===== config.mk =====
export PLATFORM = sky130hd
export DESIGN_NAME = eight_bit_alu_with_flags_flat
export DESIGN_NICKNAME = d
export VERILOG_FILES = /design/src/design/alu8_pkg.sv /design/src/design/alu8_if.sv /design/src/design/alu8_core.sv /design/src/design/eight_bit_alu_with_flags.sv /design/src/flat_wrapper.sv
export VERILOG_INCLUDE_DIRS = /design/src /design/src/design
export SDC_FILE = /design/constraint.sdc
export NUM_CORES = 1
export LEC_CHECK = 0
export BUFFER_PORTS_ARGS = -buffer_cell sky130_fd_sc_hd__buf_4
export CAP_MARGIN = 5
export CELL_PAD_IN_SITES_DETAIL_PLACEMENT = 0
export CELL_PAD_IN_SITES_GLOBAL_PLACEMENT = 1
export CORE_MARGIN = 2
export CORE_UTILIZATION = 47
export DETAILED_ROUTE_END_ITERATION = 8
export PLACE_DENSITY_LB_ADDON = 0.1
export SLEW_MARGIN = 30
export SYNTH_ARGS = -nofsm -noshare
export SYNTH_HDL_FRONTEND = slang
export SYNTH_SLANG_ARGS = --single-unit
export TNS_END_PERCENT = 1

===== constraint.sdc =====
create_clock -name clk -period 4.7 [get_ports clk]
set_input_delay 0.47 -clock clk [delete_from_list [all_inputs] [get_ports clk]]
set_output_delay 0.47 -clock clk [all_outputs]
set_load 0.01 [all_outputs]

===== src/design/eight_bit_alu_with_flags_assert.svh =====
// Assertion macros for the eight-bit ALU block.
// Used by modules that include this header; depends on clk and rst_n in scope.
`ifndef EIGHT_BIT_ALU_WITH_FLAGS_ASSERT_SVH
`define EIGHT_BIT_ALU_WITH_FLAGS_ASSERT_SVH
`ifndef NO_ASSERTIONS
// same-cycle implication
`define ALU8_ASSERT_NOW(lbl, ante, cons, msg) \
  lbl: assert property (@(posedge clk) disable iff (!rst_n) (ante) |-> (cons)) \
    else $error(msg);
// next-cycle implication
`define ALU8_ASSERT_NEXT(lbl, ante, cons, msg) \
  lbl: assert property (@(posedge clk) disable iff (!rst_n) (ante) |=> (cons)) \
    else $error(msg);
`else
`define ALU8_ASSERT_NOW(lbl, ante, cons, msg)
`define ALU8_ASSERT_NEXT(lbl, ante, cons, msg)
`endif
`endif


===== src/design/alu8_pkg.sv =====
// Package for the eight-bit ALU: operation codes, flag and item types.
// No dependencies.
`default_nettype none
package alu8_pkg;

  typedef enum logic [4:0] {
    OP_ADD  = 5'd0,
    OP_ADC  = 5'd1,
    OP_SUB  = 5'd2,
    OP_SBC  = 5'd3,
    OP_CP   = 5'd4,
    OP_AND  = 5'd5,
    OP_OR   = 5'd6,
    OP_XOR  = 5'd7,
    OP_INC  = 5'd8,
    OP_DEC  = 5'd9,
    OP_BIT  = 5'd10,
    OP_RL   = 5'd11,
    OP_RLC  = 5'd12,
    OP_RR   = 5'd13,
    OP_RRC  = 5'd14,
    OP_SLA  = 5'd15,
    OP_SRA  = 5'd16,
    OP_SRL  = 5'd17,
    OP_SWAP = 5'd18,
    OP_ADDI = 5'd19,
    OP_ADDW = 5'd20
  } action_t;

  typedef struct packed {
    logic z;
    logic n;
    logic h;
    logic c;
  } flags_t;

  typedef struct packed {
    logic [4:0]  action;
    logic [15:0] operand;
    logic [15:0] base;
    logic [2:0]  bit_index;
  } in_item_t;

  typedef struct packed {
    logic [15:0] result;
    flags_t      flags;
  } out_item_t;

  typedef struct packed {
    logic [15:0] result;
    logic [7:0]  acc;
    flags_t      flags;
  } core_out_t;

endpackage
`default_nettype wire


===== src/design/alu8_if.sv =====
// Valid/ready channel interfaces for the eight-bit ALU input and result items.
// No dependencies.
`default_nettype none
interface alu8_in_if;
  logic        valid;
  logic        ready;
  logic [4:0]  action;
  logic [15:0] operand;
  logic [15:0] base;
  logic [2:0]  bit_index;

  modport source (output valid, output action, output operand, output base,
                  output bit_index, input ready);
  modport sink   (input valid, input action, input operand, input base,
                  input bit_index, output ready);
endinterface

interface alu8_out_if;
  logic        valid;
  logic        ready;
  logic [15:0] result;
  logic        zero_flag;
  logic        negative_flag;
  logic        half_flag;
  logic        carry_flag;

  modport source (output valid, output result, output zero_flag, output negative_flag,
                  output half_flag, output carry_flag, input ready);
  modport sink   (input valid, input result, input zero_flag, input negative_flag,
                  input half_flag, input carry_flag, output ready);
endinterface
`default_nettype wire


===== src/design/alu8_core.sv =====
// Combinational ALU datapath: one item plus accumulator and flags in,
// result, next accumulator and next flags out. Depends on alu8_pkg.
`default_nettype none
module alu8_core (
  input  wire alu8_pkg::in_item_t  item,
  input  wire logic [7:0]          acc,
  input  wire alu8_pkg::flags_t    flags,
  output alu8_pkg::core_out_t      res
);

  logic [7:0]  n8;
  logic [7:0]  b8;
  logic        cin;
  logic [8:0]  add9;
  logic [4:0]  addh;
  logic [8:0]  sub9;
  logic [4:0]  subh;
  logic [7:0]  ires;
  logic [16:0] sumw;
  logic [12:0] sumh12;
  logic [8:0]  sumi8;
  logic [4:0]  sumi4;
  logic [15:0] ext;
  logic [7:0]  sh;
  logic        sh_c;

  assign n8  = item.operand[7:0];
  assign b8  = item.base[7:0];
  assign cin = ((item.action == alu8_pkg::OP_ADC) || (item.action == alu8_pkg::OP_SBC))
               ? flags.c : 1'b0;

  assign add9 = {1'b0, acc} + {1'b0, n8} + {8'd0, cin};
  assign addh = {1'b0, acc[3:0]} + {1'b0, n8[3:0]} + {4'd0, cin};
  assign sub9 = {1'b0, acc} - {1'b0, n8} - {8'd0, cin};
  assign subh = {1'b0, acc[3:0]} - {1'b0, n8[3:0]} - {4'd0, cin};

  assign ext    = {{8{n8[7]}}, n8};
  assign sumi8  = {1'b0, item.base[7:0]} + {1'b0, n8};
  assign sumi4  = {1'b0, item.base[3:0]} + {1'b0, n8[3:0]};
  assign sumw   = {1'b0, item.base} + {1'b0, item.operand};
  assign sumh12 = {1'b0, item.base[11:0]} + {1'b0, item.operand[11:0]};

  // rotate and shift unit
  always_comb begin
    sh   = b8;
    sh_c = b8[0];
    case (item.action)
      alu8_pkg::OP_RL: begin
        sh   = {b8[6:0], flags.c};
        sh_c = b8[7];
      end
      alu8_pkg::OP_RLC: begin
        sh   = {b8[6:0], b8[7]};
        sh_c = b8[7];
      end
      alu8_pkg::OP_RR: begin
        sh   = {flags.c, b8[7:1]};
        sh_c = b8[0];
      end
      alu8_pkg::OP_RRC: begin
        sh   = {b8[0], b8[7:1]};
        sh_c = b8[0];
      end
      alu8_pkg::OP_SLA: begin
        sh   = {b8[6:0], 1'b0};
        sh_c = b8[7];
      end
      alu8_pkg::OP_SRA: begin
        sh   = {b8[7], b8[7:1]};
        sh_c = b8[0];
      end
      alu8_pkg::OP_SRL: begin
        sh   = {1'b0, b8[7:1]};
        sh_c = b8[0];
      end
      default: begin
        sh   = b8;
        sh_c = b8[0];
      end
    endcase
  end

  always_comb begin
    res.acc    = acc;
    res.flags  = flags;
    res.result = {8'd0, acc};
    ires       = 8'd0;
    case (item.action)
      alu8_pkg::OP_ADD, alu8_pkg::OP_ADC: begin
        res.acc    = add9[7:0];
        res.flags  = '{z: (add9[7:0] == 8'd0), n: 1'b0, h: addh[4], c: add9[8]};
        res.result = {8'd0, add9[7:0]};
      end
      alu8_pkg::OP_SUB, alu8_pkg::OP_SBC: begin
        res.acc    = sub9[7:0];
        res.flags  = '{z: (sub9[7:0] == 8'd0), n: 1'b1, h: subh[4], c: sub9[8]};
        res.result = {8'd0, sub9[7:0]};
      end
      alu8_pkg::OP_CP: begin
        res.flags  = '{z: (sub9[7:0] == 8'd0), n: 1'b1, h: subh[4], c: sub9[8]};
      end
      alu8_pkg::OP_AND: begin
        ires       = acc & n8;
        res.acc    = ires;
        res.flags  = '{z: (ires == 8'd0), n: 1'b0, h: 1'b1, c: 1'b0};
        res.result = {8'd0, ires};
      end
      alu8_pkg::OP_OR: begin
        ires       = acc | n8;
        res.acc    = ires;
        res.flags  = '{z: (ires == 8'd0), n: 1'b0, h: 1'b0, c: 1'b0};
        res.result = {8'd0, ires};
      end
      alu8_pkg::OP_XOR: begin
        ires       = acc ^ n8;
        res.acc    = ires;
        res.flags  = '{z: (ires == 8'd0), n: 1'b0, h: 1'b0, c: 1'b0};
        res.result = {8'd0, ires};
      end
      alu8_pkg::OP_INC: begin
        ires       = b8 + 8'd1;
        res.flags  = '{z: (ires == 8'd0), n: 1'b0, h: (b8[3:0] == 4'hf), c: flags.c};
        res.result = {8'd0, ires};
      end
      alu8_pkg::OP_DEC: begin
        ires       = b8 - 8'd1;
        res.flags  = '{z: (ires == 8'd0), n: 1'b1, h: (b8[3:0] == 4'h0), c: flags.c};
        res.result = {8'd0, ires};
      end
      alu8_pkg::OP_BIT: begin
        res.flags  = '{z: !b8[item.bit_index], n: 1'b0, h: 1'b1, c: flags.c};
        res.result = 16'd0;
      end
      alu8_pkg::OP_RL, alu8_pkg::OP_RLC, alu8_pkg::OP_RR, alu8_pkg::OP_RRC,
      alu8_pkg::OP_SLA, alu8_pkg::OP_SRA, alu8_pkg::OP_SRL: begin
        res.flags  = '{z: (sh == 8'd0), n: 1'b0, h: 1'b0, c: sh_c};
        res.result = {8'd0, sh};
      end
      alu8_pkg::OP_SWAP: begin
        ires       = {b8[3:0], b8[7:4]};
        res.flags  = '{z: (ires == 8'd0), n: 1'b0, h: 1'b0, c: 1'b0};
        res.result = {8'd0, ires};
      end
      alu8_pkg::OP_ADDI: begin
        res.flags  = '{z: 1'b0, n: 1'b0, h: sumi4[4], c: sumi8[8]};
        res.result = item.base + ext;
      end
      alu8_pkg::OP_ADDW: begin
        res.flags  = '{z: flags.z, n: 1'b0, h: sumh12[12], c: sumw[16]};
        res.result = sumw[15:0];
      end
      default: begin
        res.acc    = acc;
        res.flags  = flags;
        res.result = {8'd0, acc};
      end
    endcase
  end

endmodule
`default_nettype wire


===== src/design/eight_bit_alu_with_flags.sv =====
// Eight-bit ALU with accumulator and Z/N/H/C flags.
// Items enter on in_ch (valid/ready) and results leave on out_ch (valid/ready).
// Each input item names an operation (add..xor on the accumulator, inc, dec,
// bit test, rotates, shifts, swap, and the 16-bit adds addi and addw) and
// yields exactly one result item: the value plus all four flags afterwards.
// An accepted item lands in the input register, then passes the
// combinational datapath in alu8_core into the result register, which
// drives out_ch.
// Throughput: one item per cycle while out_ch.ready is high; the accumulator
// and flags update when an item moves from the input register to the result
// register, so each item sees the state left by the one before it.
// Reset (rst_n low, synchronous) empties both registers and clears the
// accumulator and flags.
// When out_ch.ready is low, the result register holds; one more item may sit
// in the input register, after which in_ch.ready drops until the result is taken.
`default_nettype none
`include "eight_bit_alu_with_flags_assert.svh"
module eight_bit_alu_with_flags (
  input  wire logic   clk,
  input  wire logic   rst_n,
  alu8_in_if.sink     in_ch,
  alu8_out_if.source  out_ch
);

  logic                 s1_v_r;
  alu8_pkg::in_item_t   s1_item_r;
  logic                 out_v_r;
  alu8_pkg::out_item_t  out_r;
  logic [7:0]           acc_r;
  alu8_pkg::flags_t     flags_r;
  alu8_pkg::core_out_t  core_nxt;
  logic                 adv;
  logic                 in_rdy;
  logic                 in_fire;

  assign adv     = s1_v_r && (!out_v_r || out_ch.ready);
  assign in_rdy  = !s1_v_r || adv;
  assign in_fire = in_ch.valid && in_rdy;

  assign in_ch.ready          = in_rdy;
  assign out_ch.valid         = out_v_r;
  assign out_ch.result        = out_r.result;
  assign out_ch.zero_flag     = out_r.flags.z;
  assign out_ch.negative_flag = out_r.flags.n;
  assign out_ch.half_flag     = out_r.flags.h;
  assign out_ch.carry_flag    = out_r.flags.c;

  alu8_core u_core (
    .item  (s1_item_r),
    .acc   (acc_r),
    .flags (flags_r),
    .res   (core_nxt)
  );

  always_ff @(posedge clk) begin
    if (!rst_n) begin
      s1_v_r  <= 1'b0;
      out_v_r <= 1'b0;
      acc_r   <= 8'd0;
      flags_r <= '0;
    end else begin
      if (in_rdy) begin
        s1_v_r <= in_ch.valid;
      end
      if (adv) begin
        out_v_r <= 1'b1;
        acc_r   <= core_nxt.acc;
        flags_r <= core_nxt.flags;
      end else if (out_ch.ready) begin
        out_v_r <= 1'b0;
      end
    end
  end

  always_ff @(posedge clk) begin
    if (in_fire) begin
      s1_item_r <= '{action: in_ch.action, operand: in_ch.operand,
                     base: in_ch.base, bit_index: in_ch.bit_index};
    end
    if (adv) begin
      out_r <= '{result: core_nxt.result, flags: core_nxt.flags};
    end
  end

  `ALU8_ASSERT_NOW(a_stall_only_when_full, !in_rdy, s1_v_r && out_v_r && !out_ch.ready, "input stalled while a register is free")
  `ALU8_ASSERT_NEXT(a_flags_match_out, adv, out_r.flags == flags_r, "reported flags differ from flag register")
  `ALU8_ASSERT_NEXT(a_cp_keeps_acc, adv && (s1_item_r.action == alu8_pkg::OP_CP), acc_r == $past(acc_r), "cp changed the accumulator")
  `ALU8_ASSERT_NEXT(a_keep_carry, adv && ((s1_item_r.action == alu8_pkg::OP_INC) || (s1_item_r.action == alu8_pkg::OP_DEC) || (s1_item_r.action == alu8_pkg::OP_BIT)), flags_r.c == $past(flags_r.c), "inc, dec or bit changed carry")
  `ALU8_ASSERT_NEXT(a_byte_result, adv && (s1_item_r.action != alu8_pkg::OP_ADDI) && (s1_item_r.action != alu8_pkg::OP_ADDW), out_r.result[15:8] == 8'd0, "eight-bit result not zero extended")

endmodule
`default_nettype wire


===== src/flat_wrapper.sv =====
// flat-port wrapper written by rule: the top's interface ports become plain ports
module eight_bit_alu_with_flags_flat 
  (clk, rst_n, in_ch_valid, in_ch_action, in_ch_operand, in_ch_base, in_ch_bit_index, in_ch_ready, out_ch_valid, out_ch_result, out_ch_zero_flag, out_ch_negative_flag, out_ch_half_flag, out_ch_carry_flag, out_ch_ready);
  alu8_in_if in_ch_i ();
  alu8_out_if out_ch_i ();
  input  wire logic clk;
  input  wire logic rst_n;
  input wire logic [$bits(in_ch_i.valid)-1:0] in_ch_valid;
  input wire logic [$bits(in_ch_i.action)-1:0] in_ch_action;
  input wire logic [$bits(in_ch_i.operand)-1:0] in_ch_operand;
  input wire logic [$bits(in_ch_i.base)-1:0] in_ch_base;
  input wire logic [$bits(in_ch_i.bit_index)-1:0] in_ch_bit_index;
  output wire logic [$bits(in_ch_i.ready)-1:0] in_ch_ready;
  output wire logic [$bits(out_ch_i.valid)-1:0] out_ch_valid;
  output wire logic [$bits(out_ch_i.result)-1:0] out_ch_result;
  output wire logic [$bits(out_ch_i.zero_flag)-1:0] out_ch_zero_flag;
  output wire logic [$bits(out_ch_i.negative_flag)-1:0] out_ch_negative_flag;
  output wire logic [$bits(out_ch_i.half_flag)-1:0] out_ch_half_flag;
  output wire logic [$bits(out_ch_i.carry_flag)-1:0] out_ch_carry_flag;
  input wire logic [$bits(out_ch_i.ready)-1:0] out_ch_ready;
  assign in_ch_i.valid = in_ch_valid;
  assign in_ch_i.action = in_ch_action;
  assign in_ch_i.operand = in_ch_operand;
  assign in_ch_i.base = in_ch_base;
  assign in_ch_i.bit_index = in_ch_bit_index;
  assign in_ch_ready = in_ch_i.ready;
  assign out_ch_valid = out_ch_i.valid;
  assign out_ch_result = out_ch_i.result;
  assign out_ch_zero_flag = out_ch_i.zero_flag;
  assign out_ch_negative_flag = out_ch_i.negative_flag;
  assign out_ch_half_flag = out_ch_i.half_flag;
  assign out_ch_carry_flag = out_ch_i.carry_flag;
  assign out_ch_i.ready = out_ch_ready;
  eight_bit_alu_with_flags u_core (.clk(clk), .rst_n(rst_n), .in_ch(in_ch_i), .out_ch(out_ch_i));
endmodule

# Yosys cells after proc, flatten, opt, wreduce, memory -nomap -nowiden
# Index checks and enable logic that the tools add are counted.
# totals
output_inout_bits,22
reg_bits,74
romBits,0
latchBits,0
inputBits,44
ramBits,0
elab_cells,93
memories,0
# op_classes
multipliers,0
n_addsub,15
bitwise,3
reduce_logical,27
mux,10
div_mod_pow,0
n_shift,0
eq_ne,21
n_lt_le_gt_ge,1
# ops
operator,n
16-bit one-hot mux with 12 select lines,1
8-bit logical NOT,9
8-bit one-hot mux with 7 select lines,1
4-bit one-hot mux with 12 select lines,1
5-bit by 4-bit equality test with 1-bit output (second input constant),8
8-bit one-hot mux with 5 select lines,1
5-bit equality test (second input constant),5
5-bit by 3-bit equality test with 1-bit output (second input constant),4
8-bit by 8-bit adder with 9-bit output,2
16-bit by 16-bit adder with 17-bit output,1
16-bit adder,1
12-bit by 12-bit adder with 13-bit output,1
4-bit by 4-bit adder with 5-bit output,2
5-bit by 2-bit equality test with 1-bit output (second input constant),2
9-bit by 1-bit adder with 9-bit output,1
8-bit by 8-bit subtractor with 9-bit output,1
9-bit by 1-bit subtractor with 9-bit output,1
8-bit by 1-bit adder with 8-bit output (second input constant),1
8-bit bitwise AND,1
8-bit OR,1
8-bit by 1-bit subtractor with 8-bit output (second input constant),1
8-bit XOR,1
7-bit OR reduction,1
3-bit OR reduction,2
17 further kinds,27

# Longest topological paths before layout
# logic_depth
ltp_word,6
ltp_mapped,14
ltp_nobuf,13

# Modules after synthesis
# Synthesis repeated with hierarchy kept, for this count alone.
# hier_totals
cells_unflattened,678
hier_area_um2,6216.0
# modules_own_cells
mod,instances,area_each_um2,cells_per_inst
alu8_core,1,3826.2,556
eight_bit_alu_with_flags,1,2389.8,122

# Worst setup path before layout
# Ideal clock, no wire load.
# synth_path
path_kind,flip-flop to flip-flop
start,register u_core.s1_item_r[38] in the netlist's numbering
end,"register u_core.out_r (netlist bit u_core.out_ch.result[7]), data pin"
n_path_buf,1
path_slack_ns,1.447
setup_ns,0.267
arrival_ns,2.986
stages_incl_launch_ff,14
t_required_ns,4.433
cell_sequence,edfxtp_1 -> buf_2 -> nor3_1 -> nand3_1 -> inv_1 -> fa_1 -> inv_1 -> ha_1 -> o21ai_0 -> a311oi_1 -> nor4_1 -> a311oi_1 -> o221ai_1 -> a2bb2oi_1
# synth_lines
item,line,text
from (decl),eight_bit_alu_with_flags.sv:26,alu8_pkg::in_item_t s1_item_r;
from (signal assigned),eight_bit_alu_with_flags.sv:77,"s1_item_r <= '{action: in_ch.action, operand: in_ch.operand,"
to (signal assigned),eight_bit_alu_with_flags.sv:81,"out_r <= '{result: core_nxt.result, flags: core_nxt.flags};"
to (decl),eight_bit_alu_with_flags.sv:28,alu8_pkg::out_item_t out_r;

==> results.cfg <==
[status]
outcome = complete, no violations

[place]
io_buffers = 65
gp_congestion = 0.913
dp_hpwl_um = 14500
pre_cts_ws_ns = 1.03
dp.cells = 870

[power]
powerDensity_nw_per_um2 = 284
power_mw = 2.02
vdd_ir_drop_max_uv = 304
leakage_nw = 2.78

[timing]
timing.final.max_slew_violations = 0
worstMarginPinSlew_ns = 0.952
max_freq_mhz = 267
slew_headroom = 0.365
hold_violations = 0
finalCritPeriodShare = 0.796
setup_viol = 0
finalSetupTns_ns = 0
clock_skew_ns = 0.00708
timing.final.ws_setup_ns = 0.960
rsz0062_at_grt = no
finalCriticalPeriod_ns = 3.74

[worst_setup_path]
cp_slowest_cell = a311oi_1
required_ns = 4.77
critical_path.max_stage_delay_ns = 0.57
critPathKind = flip-flop to flip-flop
critical_path.top_delay_family = compound AO/OA/AOI/OAI gates
endpoint_kind = flip-flop
critPathLaunchType = flip-flop
timing.rr.start = u_core.s1_item_r[38]
r2r_end = u_core.out_ch.result[7]
worstPathBufferInverterCount = 2
crit_arrival_ns = 3.81
r2r_setup_slack_ns = 0.96
rr_worst_depth = 12
worstPathCellList = nor3_1, nand3_1, inv_1, fa_1, inv_1, ha_1, o21ai_0, a311oi_1, nor4_1, a311oi_1, o221ai_1, a2bb2oi_1
path_max_fanout = 4

[synthesis]
synth_seq_area_share = 0.337
ys.flop_type = edfxtp_1
synth_area_leaders = edfxtp_1 (29%), ha_1 (12%), dfxtp_1 (4.5%)
synth.distinct_cells = 80
synth_top_area_cell = edfxtp_1
synthesis.nets = 767
synth_edf_count = 60
synth-seq-cells = 74
yosys_warnings = 0
yosys.area.top_type_share = 0.291
avgSynthCellArea_um2 = 9.37
synthCells = 660
syn_area_um2 = 6180
synth_common_cells = edfxtp_1 (60), ha_1 (58), a21oi_1 (41), o21ai_0 (41), nor2_1 (38)
yosysMostFrequentCell = edfxtp_1
synthArstFlopShare = 0

[clock_network]
cts_setup_buffers = 0
clock-root-buffer = clkbuf_16
hold_buffers = 0
clockBufferDepth = 2
path_clk_slew_ns = 0.06
cts_sinks = 74
cts_resized = 0
cts_tree = built
clock_latency_ns = 0.35
cts_made_buffers = 9
htreeDepth = 3

[global_route]
first_global_vias = 5279
grt_usage = 0.275
grt_max_degree = 41
grt_first_pass_wirelength_um = 29900
grt_overflow = 0
antenna_found_initial = 0

[floorplanning]
core_area_um2 = 12700
die_y_um = 119
die_w_um = 119
dieArea_um2 = 14100
rows = 41
start_util = 0.486
boundaryPins = 66

[run]
max_cap_violations = 0

[detailed_routing]
drc_errors = 0
wl_per_cell_um = 21.8
drt_pass1_iterations = 5
detail_route.vias_per_cell = 6.25
drtIter0Drc = 652
vias = 5541
postRouteAntennaNets = 0
drt_wl_total_um = 19300

[layout]
nNetsFinal = 816
fin_cells = 886
final_layout_size_suffix_gt1_frac = 0.160
antenna_cells = 0
nFillCells = 1212
area_growth_pct = 15.0

[hold_path]
hold_class = primary input to flip-flop
min_path_cells = 1
whs_endpoint = u_core.s1_item_r[29]
hold_path_startpoint = in_ch_operand[10]
==> cell usage in the layout (no fill, tap or decap), types with 8 or more instances in the layout <==
master	synthesis	final
buf_4	3	74
o21ai_0	41	41
a21oi_1	41	41
nor2b_1	12	11
ha_1	58	58
xor2_1	24	24
nor2_1	38	38
xnor2_1	20	20
clkbuf_16	0	11
inv_1	33	33
a221oi_1	10	10
o22ai_1	12	12
edfxtp_1	60	60
a21o_1	8	8
dfxtp_1	14	14
nand2_1	37	37
nand3_1	20	20
nand4_1	15	15
nor3_1	19	19
==> stage by stage <==
step,area [µm²],utilization,hold WS (ns)
after floorplan,6180,-,0.477
after global placement,6800,0.534,0.496
after detailed placement,6800,0.535,0.522
after CTS,7110,0.559,0.290
after global routing,7110,0.559,0.289
final,7110,0.559,0.299
==> state kept, by name, summed over array words and instances (netlist names) <==
| name | flops |
|---|---|
| u_core.out_ch.result | 16 |
| u_core.out_ch.half_flag | 1 |
| u_core.out_ch.zero_flag | 1 |
| u_core.s1_item_r | 40 |
| u_core.s1_v_r | 1 |
| u_core.out_ch.carry_flag | 1 |
| u_core.acc_r | 8 |
| u_core.out_ch.negative_flag | 1 |
| u_core.out_ch.valid | 1 |
| u_core.flags_r | 4 |
==> cell type report <==
cell class,count,area [µm²],share of cell area
multi-input combinational,517,3830,0.538
clock inverter,4,27.5,0.00387
tap,172,215,0.0303
clock buffer,12,279,0.0392
timing repair buffer,74,556,0.0781
sequential,74,2080,0.293
inverter,33,124,0.0174
==> worst max-delay path by stage <==
| stage | start | to | slack, ns | depth (start not counted) |
|---|---|---|---|---|
| 3_3_place_gp | u_core.s1_item_r[38] | u_core.out_ch.result[7] | 1.15 | 12 |
| 6_report | u_core.s1_item_r[38] | u_core.out_ch.result[7] | 0.96 | 12 |
| 2_1_floorplan | u_core.s1_item_r[38] | u_core.out_ch.result[7] | 1.45 | 13 |
| 3_5_place_dp | u_core.s1_item_r[38] | u_core.out_ch.result[7] | 1.03 | 12 |
| 5_1_grt | u_core.s1_item_r[38] | u_core.out_ch.result[7] | 0.69 | 12 |
| 4_1_cts | u_core.s1_item_r[38] | u_core.out_ch.result[7] | 1.02 | 12 |
==> power by group <==
part,switching (mW),internal [mW],total [mW]
combinational,0.296,0.213,0.509
clock,0.290,0.424,0.714
sequential,0.0433,0.754,0.797
total,0.628,1.39,2.02
==> layer usage <==
metal	wire [µm]	up-vias	track usage
met5	0	-	0
met4	446	0	0.0811
met3	1680	30	0.0825
met2	8610	227	0.419
met1	8540	2645	0.377
li1	-	2639	-
==> cell families after synthesis <==
| kind of cell | Yosys count | synth area share |
|---|---|---|
| AOI/OAI and AO/OA | 201 | 0.230 |
| and+or+nand+nor | 205 | 0.181 |
| DFF | 74 | 0.337 |
| buffers and inverters | 69 | 0.0459 |
| xor gates and xnor gates | 44 | 0.0623 |
| muxes | 4 | 0.0105 |
| adders and majority gates | 63 | 0.134 |
Power figures use the tool's default switching activity.
